**src/design/lfuc_pkg.sv**
```systemverilog
// Shared types and constants of the LFU cache.
package lfuc_pkg;
	localparam int ENTRIES_DEF = 16;
	localparam int COUNT_BITS_DEF = 32;
	localparam int CAP_BITS = 5;
	localparam logic [CAP_BITS-1:0] CAP_RESET = 5'd16;

	typedef enum logic [2:0] {
		OP_NONE,
		OP_LOAD,
		OP_LOOK,
		OP_STEP,
		OP_HIT,
		OP_MISS,
		OP_FILL,
		OP_EVICT
	} op_t;

	typedef struct packed {
		op_t op;
	} cmd_t;

	typedef struct packed {
		logic hit;
		logic kind;
		logic capz;
		logic room;
		logic scan_last;
	} status_t;
endpackage

```
**src/design/lfuc_if.sv**
```systemverilog
// Channel interfaces: request, response and capacity write.
interface lfuc_req_if;
	logic valid;
	logic ready;
	logic kind;
	logic signed [31:0] key;
	logic signed [31:0] value;
	modport source (output valid, kind, key, value, input ready);
	modport sink (input valid, kind, key, value, output ready);
endinterface

interface lfuc_rsp_if;
	logic valid;
	logic ready;
	logic hit;
	logic signed [31:0] read_value;
	logic evicted;
	logic signed [31:0] evicted_key;
	modport source (output valid, hit, read_value, evicted, evicted_key, input ready);
	modport sink (input valid, hit, read_value, evicted, evicted_key, output ready);
endinterface

interface lfuc_cfg_if;
	logic valid;
	logic ready;
	logic [4:0] data;
	modport source (output valid, data, input ready);
	modport sink (input valid, data, output ready);
endinterface

```
**src/design/lfu_cache_lru_tiebreak_unit.sv**
```systemverilog
// Flow: a request is taken in idle, looked up, then applied (hit, get miss or fill)
// and its result registered; an eviction first runs the one-entry-per-cycle min-count scan.
// A new request is taken only after the previous one has loaded its result;
// a pending response does not block the next request transfer.
// Reset: valid marks and occupancy clear at once, capacity returns to 16.
module lfu_cache_lru_tiebreak_unit #(
	parameter int ENTRIES = lfuc_pkg::ENTRIES_DEF,
	parameter int COUNT_BITS = lfuc_pkg::COUNT_BITS_DEF
) (
	input logic clk,
	input logic arst_n,
	lfuc_req_if.sink req,
	lfuc_rsp_if.source rsp,
	lfuc_cfg_if.sink cfg
);
	import lfuc_pkg::*;

	cmd_t cmd;
	status_t status;
	logic [31:0] res_value, res_evicted_key;

	assign cfg.ready = 1'b1;

	lfuc_ctrl u_ctrl (
		.clk(clk),
		.arst_n(arst_n),
		.req_valid(req.valid),
		.req_ready(req.ready),
		.rsp_valid(rsp.valid),
		.rsp_ready(rsp.ready),
		.status(status),
		.cmd(cmd)
	);

	lfuc_dp #(
		.ENTRIES(ENTRIES),
		.COUNT_BITS(COUNT_BITS)
	) u_dp (
		.clk(clk),
		.arst_n(arst_n),
		.cmd(cmd),
		.status(status),
		.in_kind(req.kind),
		.in_key(req.key),
		.in_value(req.value),
		.cfg_we(cfg.valid),
		.cfg_data(cfg.data),
		.res_hit(rsp.hit),
		.res_value(res_value),
		.res_evicted(rsp.evicted),
		.res_evicted_key(res_evicted_key)
	);

	assign rsp.read_value = res_value;
	assign rsp.evicted_key = res_evicted_key;
endmodule

```
**src/design/lfuc_dp.sv**
```systemverilog
// Datapath: entry table, lookup, eviction scan and result register.
module lfuc_dp #(
	parameter int ENTRIES = lfuc_pkg::ENTRIES_DEF,
	parameter int COUNT_BITS = lfuc_pkg::COUNT_BITS_DEF
) (
	input  logic clk,
	input  logic arst_n,
	input  lfuc_pkg::cmd_t cmd,
	output lfuc_pkg::status_t status,
	input  logic in_kind,
	input  logic [31:0] in_key,
	input  logic [31:0] in_value,
	input  logic cfg_we,
	input  logic [lfuc_pkg::CAP_BITS-1:0] cfg_data,
	output logic res_hit,
	output logic [31:0] res_value,
	output logic res_evicted,
	output logic [31:0] res_evicted_key
);
	import lfuc_pkg::*;

	localparam int IW = (ENTRIES > 1) ? $clog2(ENTRIES) : 1;
	localparam int OW = $clog2(ENTRIES + 1);
	localparam int CW = (OW > CAP_BITS) ? OW : CAP_BITS;
	localparam logic [CW-1:0] N_CW = CW'(ENTRIES);
	localparam logic [IW-1:0] LAST_IDX = IW'(ENTRIES - 1);

	logic [ENTRIES-1:0] valid_q;
	logic [31:0] key_q [ENTRIES];
	logic [31:0] data_q [ENTRIES];
	logic [COUNT_BITS-1:0] cnt_q [ENTRIES];
	logic [IW-1:0] rank_q [ENTRIES];
	logic [OW-1:0] occ_q;
	logic [CAP_BITS-1:0] cap_q;

	logic kind_q;
	logic [31:0] ikey_q, ival_q;

	logic hit_q, room_q, capz_q, have_q;
	logic [IW-1:0] slot_q, scan_idx_q, slot_rank_q;
	logic [31:0] slot_data_q, best_key_q;
	logic [COUNT_BITS-1:0] best_cnt_q;

	logic [ENTRIES-1:0] hit_vec;
	logic [IW-1:0] hit_idx, free_idx;
	logic [CW-1:0] cap_ext, cap_eff;
	logic better;
	logic promote_all;
	logic [IW-1:0] lim;

	always_comb begin
		hit_idx = '0;
		free_idx = '0;
		for (int i = ENTRIES - 1; i >= 0; i--) begin
			hit_vec[i] = valid_q[i] && (key_q[i] == ikey_q);
			if (hit_vec[i])
				hit_idx = IW'(i);
			if (!valid_q[i])
				free_idx = IW'(i);
		end
	end

	assign cap_ext = CW'(cap_q);
	assign cap_eff = (cap_ext > N_CW) ? N_CW : cap_ext;

	// Lower count wins; on equal count the older (higher rank) entry wins.
	assign better = valid_q[scan_idx_q] && (!have_q || (cnt_q[scan_idx_q] < best_cnt_q) ||
		((cnt_q[scan_idx_q] == best_cnt_q) && (rank_q[scan_idx_q] > slot_rank_q)));

	assign status.hit = hit_q;
	assign status.kind = kind_q;
	assign status.capz = capz_q;
	assign status.room = room_q;
	assign status.scan_last = (scan_idx_q == LAST_IDX);

	assign promote_all = (cmd.op == OP_FILL);
	assign lim = slot_rank_q;

	always_ff @(posedge clk or negedge arst_n) begin
		if (!arst_n) begin
			valid_q <= '0;
			occ_q <= '0;
			cap_q <= CAP_RESET;
		end else begin
			if (cfg_we)
				cap_q <= cfg_data;
			if (cmd.op == OP_FILL) begin
				valid_q[slot_q] <= 1'b1;
				occ_q <= occ_q + OW'(1);
			end
		end
	end

	always_ff @(posedge clk) begin
		unique case (cmd.op)
			OP_LOAD: begin
				kind_q <= in_kind;
				ikey_q <= in_key;
				ival_q <= in_value;
			end
			OP_LOOK: begin
				hit_q <= |hit_vec;
				slot_q <= (|hit_vec) ? hit_idx : free_idx;
				slot_rank_q <= rank_q[hit_idx];
				slot_data_q <= data_q[hit_idx];
				room_q <= CW'(occ_q) < cap_eff;
				capz_q <= (cap_eff == '0);
				scan_idx_q <= '0;
				have_q <= 1'b0;
			end
			OP_STEP: begin
				if (better) begin
					have_q <= 1'b1;
					slot_q <= scan_idx_q;
					slot_rank_q <= rank_q[scan_idx_q];
					best_cnt_q <= cnt_q[scan_idx_q];
					best_key_q <= key_q[scan_idx_q];
				end
				scan_idx_q <= scan_idx_q + IW'(1);
			end
			OP_HIT: begin
				if (!(&cnt_q[slot_q]))
					cnt_q[slot_q] <= cnt_q[slot_q] + COUNT_BITS'(1);
				if (kind_q)
					data_q[slot_q] <= ival_q;
				res_hit <= 1'b1;
				res_value <= kind_q ? 32'd0 : slot_data_q;
				res_evicted <= 1'b0;
				res_evicted_key <= '0;
			end
			OP_MISS: begin
				res_hit <= 1'b0;
				res_value <= kind_q ? 32'd0 : '1;
				res_evicted <= 1'b0;
				res_evicted_key <= '0;
			end
			OP_FILL, OP_EVICT: begin
				key_q[slot_q] <= ikey_q;
				data_q[slot_q] <= ival_q;
				cnt_q[slot_q] <= COUNT_BITS'(1);
				res_hit <= 1'b0;
				res_value <= '0;
				res_evicted <= (cmd.op == OP_EVICT);
				res_evicted_key <= (cmd.op == OP_EVICT) ? best_key_q : 32'd0;
			end
			default: ;
		endcase
		// Recency update: the touched entry becomes rank 0, younger ones age; a fill ages every valid entry.
		if (cmd.op == OP_HIT || cmd.op == OP_FILL || cmd.op == OP_EVICT) begin
			for (int i = 0; i < ENTRIES; i++) begin
				if (IW'(i) == slot_q)
					rank_q[i] <= '0;
				else if (valid_q[i] && (promote_all || rank_q[i] < lim))
					rank_q[i] <= rank_q[i] + IW'(1);
			end
		end
	end
endmodule

```
**src/design/lfuc_ctrl.sv**
```systemverilog
// Controller: sequences lookup, update, eviction scan and result transfer.
module lfuc_ctrl (
	input  logic clk,
	input  logic arst_n,
	input  logic req_valid,
	output logic req_ready,
	output logic rsp_valid,
	input  logic rsp_ready,
	input  lfuc_pkg::status_t status,
	output lfuc_pkg::cmd_t cmd
);
	import lfuc_pkg::*;

	localparam logic [2:0] ST_IDLE = 3'd0;
	localparam logic [2:0] ST_LOOK = 3'd1;
	localparam logic [2:0] ST_APPLY = 3'd2;
	localparam logic [2:0] ST_SCAN = 3'd3;
	localparam logic [2:0] ST_EVICT = 3'd4;

	logic [2:0] state_q, state_d;
	logic valid_q;
	logic out_free;
	logic res_load;

	assign out_free = !valid_q || rsp_ready;
	assign req_ready = (state_q == ST_IDLE);
	assign rsp_valid = valid_q;

	always_comb begin
		state_d = state_q;
		cmd.op = OP_NONE;
		unique case (state_q)
			ST_IDLE: begin
				if (req_valid) begin
					cmd.op = OP_LOAD;
					state_d = ST_LOOK;
				end
			end
			ST_LOOK: begin
				cmd.op = OP_LOOK;
				state_d = ST_APPLY;
			end
			ST_APPLY: begin
				priority if (status.hit) begin
					if (out_free) begin
						cmd.op = OP_HIT;
						state_d = ST_IDLE;
					end
				end else if (!status.kind || status.capz) begin
					if (out_free) begin
						cmd.op = OP_MISS;
						state_d = ST_IDLE;
					end
				end else if (status.room) begin
					if (out_free) begin
						cmd.op = OP_FILL;
						state_d = ST_IDLE;
					end
				end else begin
					state_d = ST_SCAN;
				end
			end
			ST_SCAN: begin
				cmd.op = OP_STEP;
				if (status.scan_last)
					state_d = ST_EVICT;
			end
			ST_EVICT: begin
				if (out_free) begin
					cmd.op = OP_EVICT;
					state_d = ST_IDLE;
				end
			end
			default: state_d = ST_IDLE;
		endcase
	end

	assign res_load = (cmd.op == OP_HIT) || (cmd.op == OP_MISS) ||
		(cmd.op == OP_FILL) || (cmd.op == OP_EVICT);

	always_ff @(posedge clk or negedge arst_n) begin
		if (!arst_n) begin
			state_q <= ST_IDLE;
			valid_q <= 1'b0;
		end else begin
			state_q <= state_d;
			if (res_load)
				valid_q <= 1'b1;
			else if (rsp_ready)
				valid_q <= 1'b0;
		end
	end
endmodule

```
**src/flat_wrapper.sv**
```systemverilog
// flat-port wrapper written by rule: the top's interface ports become plain ports
module lfu_cache_lru_tiebreak_unit_flat import lfuc_pkg::*;
#(
	parameter int ENTRIES = lfuc_pkg::ENTRIES_DEF,
	parameter int COUNT_BITS = lfuc_pkg::COUNT_BITS_DEF
)
  (clk, arst_n, req_valid, req_kind, req_key, req_value, req_ready, rsp_valid, rsp_hit, rsp_read_value, rsp_evicted, rsp_evicted_key, rsp_ready, cfg_valid, cfg_data, cfg_ready);
  lfuc_req_if req_i ();
  lfuc_rsp_if rsp_i ();
  lfuc_cfg_if cfg_i ();
  input logic clk;
  input logic arst_n;
  input wire logic [$bits(req_i.valid)-1:0] req_valid;
  input wire logic [$bits(req_i.kind)-1:0] req_kind;
  input wire logic [$bits(req_i.key)-1:0] req_key;
  input wire logic [$bits(req_i.value)-1:0] req_value;
  output wire logic [$bits(req_i.ready)-1:0] req_ready;
  output wire logic [$bits(rsp_i.valid)-1:0] rsp_valid;
  output wire logic [$bits(rsp_i.hit)-1:0] rsp_hit;
  output wire logic [$bits(rsp_i.read_value)-1:0] rsp_read_value;
  output wire logic [$bits(rsp_i.evicted)-1:0] rsp_evicted;
  output wire logic [$bits(rsp_i.evicted_key)-1:0] rsp_evicted_key;
  input wire logic [$bits(rsp_i.ready)-1:0] rsp_ready;
  input wire logic [$bits(cfg_i.valid)-1:0] cfg_valid;
  input wire logic [$bits(cfg_i.data)-1:0] cfg_data;
  output wire logic [$bits(cfg_i.ready)-1:0] cfg_ready;
  assign req_i.valid = req_valid;
  assign req_i.kind = req_kind;
  assign req_i.key = req_key;
  assign req_i.value = req_value;
  assign req_ready = req_i.ready;
  assign rsp_valid = rsp_i.valid;
  assign rsp_hit = rsp_i.hit;
  assign rsp_read_value = rsp_i.read_value;
  assign rsp_evicted = rsp_i.evicted;
  assign rsp_evicted_key = rsp_i.evicted_key;
  assign rsp_i.ready = rsp_ready;
  assign cfg_i.valid = cfg_valid;
  assign cfg_i.data = cfg_data;
  assign cfg_ready = cfg_i.ready;
  lfu_cache_lru_tiebreak_unit #(.ENTRIES(ENTRIES), .COUNT_BITS(COUNT_BITS)) u_core (.clk(clk), .arst_n(arst_n), .req(req_i), .rsp(rsp_i), .cfg(cfg_i));
endmodule
```
**config.mk**
```make
export PLATFORM = sky130hd
export DESIGN_NAME = lfu_cache_lru_tiebreak_unit_flat
export DESIGN_NICKNAME = d
export VERILOG_FILES = /design/src/design/lfuc_pkg.sv /design/src/design/lfuc_if.sv /design/src/design/lfu_cache_lru_tiebreak_unit.sv /design/src/design/lfuc_dp.sv /design/src/design/lfuc_ctrl.sv /design/src/flat_wrapper.sv
export SDC_FILE = /design/constraint.sdc
export NUM_CORES = 2
export LEC_CHECK = 0
export BUFFER_PORTS_ARGS = -buffer_cell sky130_fd_sc_hd__buf_4
export CORE_MARGIN = 8
export CORE_UTILIZATION = 55
export DETAILED_ROUTE_END_ITERATION = 10
export PLACE_DENSITY = 0.7
export SYNTH_ARGS = -nofsm -noshare
export SYNTH_HDL_FRONTEND = slang
export SYNTH_HIERARCHICAL = 1
export SYNTH_SLANG_ARGS = --single-unit
```
**constraint.sdc**
```tcl
create_clock -name clk -period 9.8 [get_ports clk]
set_input_delay 1.96 -clock clk [delete_from_list [all_inputs] [get_ports clk]]
set_output_delay 1.96 -clock clk [all_outputs]
set_load 0.05 [all_outputs]
```
==> metrics.md <==
| Metric | Value |
|---|---|
| Min-delay src | `u_core/u_dp/occ_q[4]` |
| Worst hold slack | `0.502 ns` |
| Io pins | `144` |
| Fraction of registers with async set/reset | `0.0159` |
| Chip Height | `415 µm` |
| Clk_skew | `0.0491 ns` |
| Netlist cell types | `88` |
| WP buf/inv | `2` |
| Crit path time final | `6.30 ns` |
| Post-synth top area cell | `edfxtp_1` |
| Syn Area/Cell | `16.7 µm²` |
| Final Total Pwr | `27.9 mW` |
| CTS tree | `yes` |
| Cells after synthesis | `5230` |
| Pleak | `33.5 nW` |
| Vias in the first global route | `50100` |
| Clk_lat worst skew | `0.85 ns` |
| Finished Cell Area | `97200 µm²` |
| Synth area leaders | `edfxtp_1 63%, mux4_2 13%, xor2_1 4.1%` |
| Slew headroom | `0.158` |
| Initial DRC count | `6429` |
| Largest net degree at the start of global routing | `135` |
| Worst setup SP type | `flip-flop` |
| Core area | `158000 µm²` |
| Critical path endpoint category | `flip-flop` |
| Post-synth net total | `5412` |
| Initial antenna violation count | `23` |
| Post-CTS Resized | `0` |
| Critical Path Most Common Cell | `a21o_1` |
| Number of remaining DRC errors | `0` |
| Via count | `50400` |
| Routed WL | `243000 µm` |
| DP Area | `91000 µm²` |
| Final Instance Count excl. Fillers | `7636` |
| Max capacitance violation total | `0` |
| Die Wd | `415 µm` |
| Final slew viol count | `0` |
| Outcome | `complete, no violations` |
| Post-Place Cells | `7277` |
| PortBufs | `142` |
| Yosys top cell area share | `0.632` |
| Root buf cell | `clkbuf_16` |
| Initial Utilization | `0.553` |
| Drt via density | `6.59` |
| CTS max path bufs | `3` |
| Share of layout cells above drive strength 1 | `0.215` |
| RSZ-0062 raised after global routing | `no` |
| Slowest cell on the critical path | `dfxtp_4` |
| Area of the mapped netlist | `87500 µm²` |
| Post-CTS Hold Buffers | `0` |
| HPWL Detailed | `154000 µm` |
| YS warnings | `6` |
| Most common cell after layout, fill and taps aside | `edfxtp_1` |
| H-tree lvl count | `4` |
| Hold WC Path Type | `reg2reg` |
| Most frequent cells in the layout | `1843 x edfxtp_1, 502 x mux4_2, 408 x xor2_1, 307 x nand2_1, 272 x mux2i_1` |
| CTS Buf Count | `193` |
| Sink Count | `1881` |
| Area Growth Syn to Fin | `11.1%` |
| Row count | `146` |
| Endpoints failing setup | `0` |
| CP cell instances | `buf_4 -> mux4_2 -> mux4_2 -> ha_1 -> a21o_1 -> a21o_1 -> a21o_1 -> a21o_1 -> a21o_1 -> a21o_1 -> a21oi_1 -> o31a_1 -> a21oi_1 -> nor2_4 -> buf_4` |
| Crit-path leading delay family | `compound AO/OA/AOI/OAI gates` |
| Die Area | `172000 µm²` |
| CTS clk-pin slew, worst paths | `0.06 ns` |
| Nets | `5582` |
| Critical Path AT | `6.75 ns` |
| Post-DR wirelength/cell | `31.9 µm` |
| Final hold viol count | `0` |
| CP Max Fanout | `33` |
| Sequential area share after synthesis | `0.643` |
| Ys flop type | `edfxtp_1` |
| Post-DRT Antenna Nets | `0` |
| FMAX | `159 MHz` |
| Post-synth EDFFs | `1843` |
| First-pass GRT wire length | `352000 µm` |
| Critical setup path kind | `reg2reg` |
| Postcts setup bufs | `0` |
| Final Wtd Congestion | `1.01` |
| Register bit total from synthesis | `1881` |
| Max incr delay on CP | `0.80 ns` |
| Crit share post-route | `0.643` |
| GRT overflow | `0` |
| Drt first pass iters | `8` |
| Final TNS setup | `0 ns` |
| Worst-Margin Slew | `1.26 ns` |
| GRT Total Usage | `0.277` |
| Max VDD drop | `0.000233 V` |
| Required time worst endpoint | `10.25 ns` |
| PD cells | `287 nW/µm²` |
-- worst register-to-register path, cell delays in order (launching register included) --
cell and delay (ns):
dfxtp_4 0.80, buf_4 0.65, mux4_2 0.59, mux4_2 0.51, ha_1 0.32, a21o_1 0.16
a21o_1 0.17, a21o_1 0.17, a21o_1 0.17, a21o_1 0.17, a21o_1 0.18, a21oi_1 0.21
o31a_1 0.22, a21oi_1 0.21, nor2_4 0.76, buf_4 0.63
-- final timing paths --
path	to	slack, ns	cells past startpoint
worst max-delay path	u_core/u_dp/best_cnt_q[5]	3.50	15
worst min-delay path	u_core/u_dp/occ_q[4]	0.50	1
worst max register to register	u_core/u_dp/best_cnt_q[5]	3.50	15
worst min register to register	u_core/u_dp/occ_q[4]	0.50	1
max in group asynchronous	u_core/u_dp/valid_q[0]	8.34	1
min in group asynchronous	u_core/u_dp/cap_ext[1]	1.06	1
-- final cells by class --
cell class,count,area (µm²)
antenna,3,7.51
clock buffer,228,4990
clock inverter,128,1230
fill,11400,61000
inverter,79,297
multi-input combinational,2977,29700
sequential,1881,56300
tap,2072,2590
timing repair buffer,268,2090
-- routing by layer --
layer  GRT usage  up-vias  share of wire
met4       0.105       18          0.042
met2       0.439     2695           0.47
met3      0.0587      531           0.10
met5           0        -        0.00051
li1            -    21200              -
met1       0.381    26000           0.39
-- synth_stat cells, types with 48 or more instances --
library cell / instances
buf_2: 59
clkbuf_1: 112
a21o_1: 84
o21ai_0: 58
mux2i_1: 272
mux4_2: 502
inv_1: 77
nor4_1: 167
xnor2_1: 160
nand4_1: 96
and2_1: 51
xor2_1: 408
mux2_2: 48
nand2_1: 309
nand2b_1: 49
edfxtp_1: 1843
ha_1: 107
nand3_1: 120
nor2_1: 179
-- power breakdown --
group	switching [mW]	leakage [nW]	internal (mW)	total, mW
Combinational	5.73	13.4	3.37	9.10
Clock	3.17	3.01	3.99	7.16
Sequential	0.708	17.1	10.9	11.6
-- logic make-up after synthesis --
| logic type | Yosys count | share of synthesized area |
|---|---|---|
| DFF | 1881 | 0.643 |
| muxes | 823 | 0.167 |
| xor gates and xnor gates | 568 | 0.0568 |
| and+or+nand+nor | 1125 | 0.0666 |
| adders and majority gates | 107 | 0.0153 |
| AOI/OAI and AO/OA | 353 | 0.0288 |
| buffers and inverters | 372 | 0.0229 |
| other | 1 | 0.0000429 |
-- through the flow --
stage / worst slack, ns / utilization
2_1_floorplan: 2.20 / -
3_3_place_gp: 3.41 / 0.575
3_5_place_dp: 3.43 / 0.575
4_1_cts: 3.43 / 0.614
5_1_grt: 3.20 / 0.614
6_report: 3.50 / 0.615
-- state kept, by name (all words and copies together), names as in the netlist, 64 cells and up, named ones only --
| signal | cells |
|---|---|
| u_core/u_dp/cnt_q | 512 |
| u_core/u_dp/data_q | 512 |
| u_core/u_dp/key_q | 512 |
| u_core/u_dp/rank_q | 64 |
No activity file was read; power rests on OpenSTA's default activity.
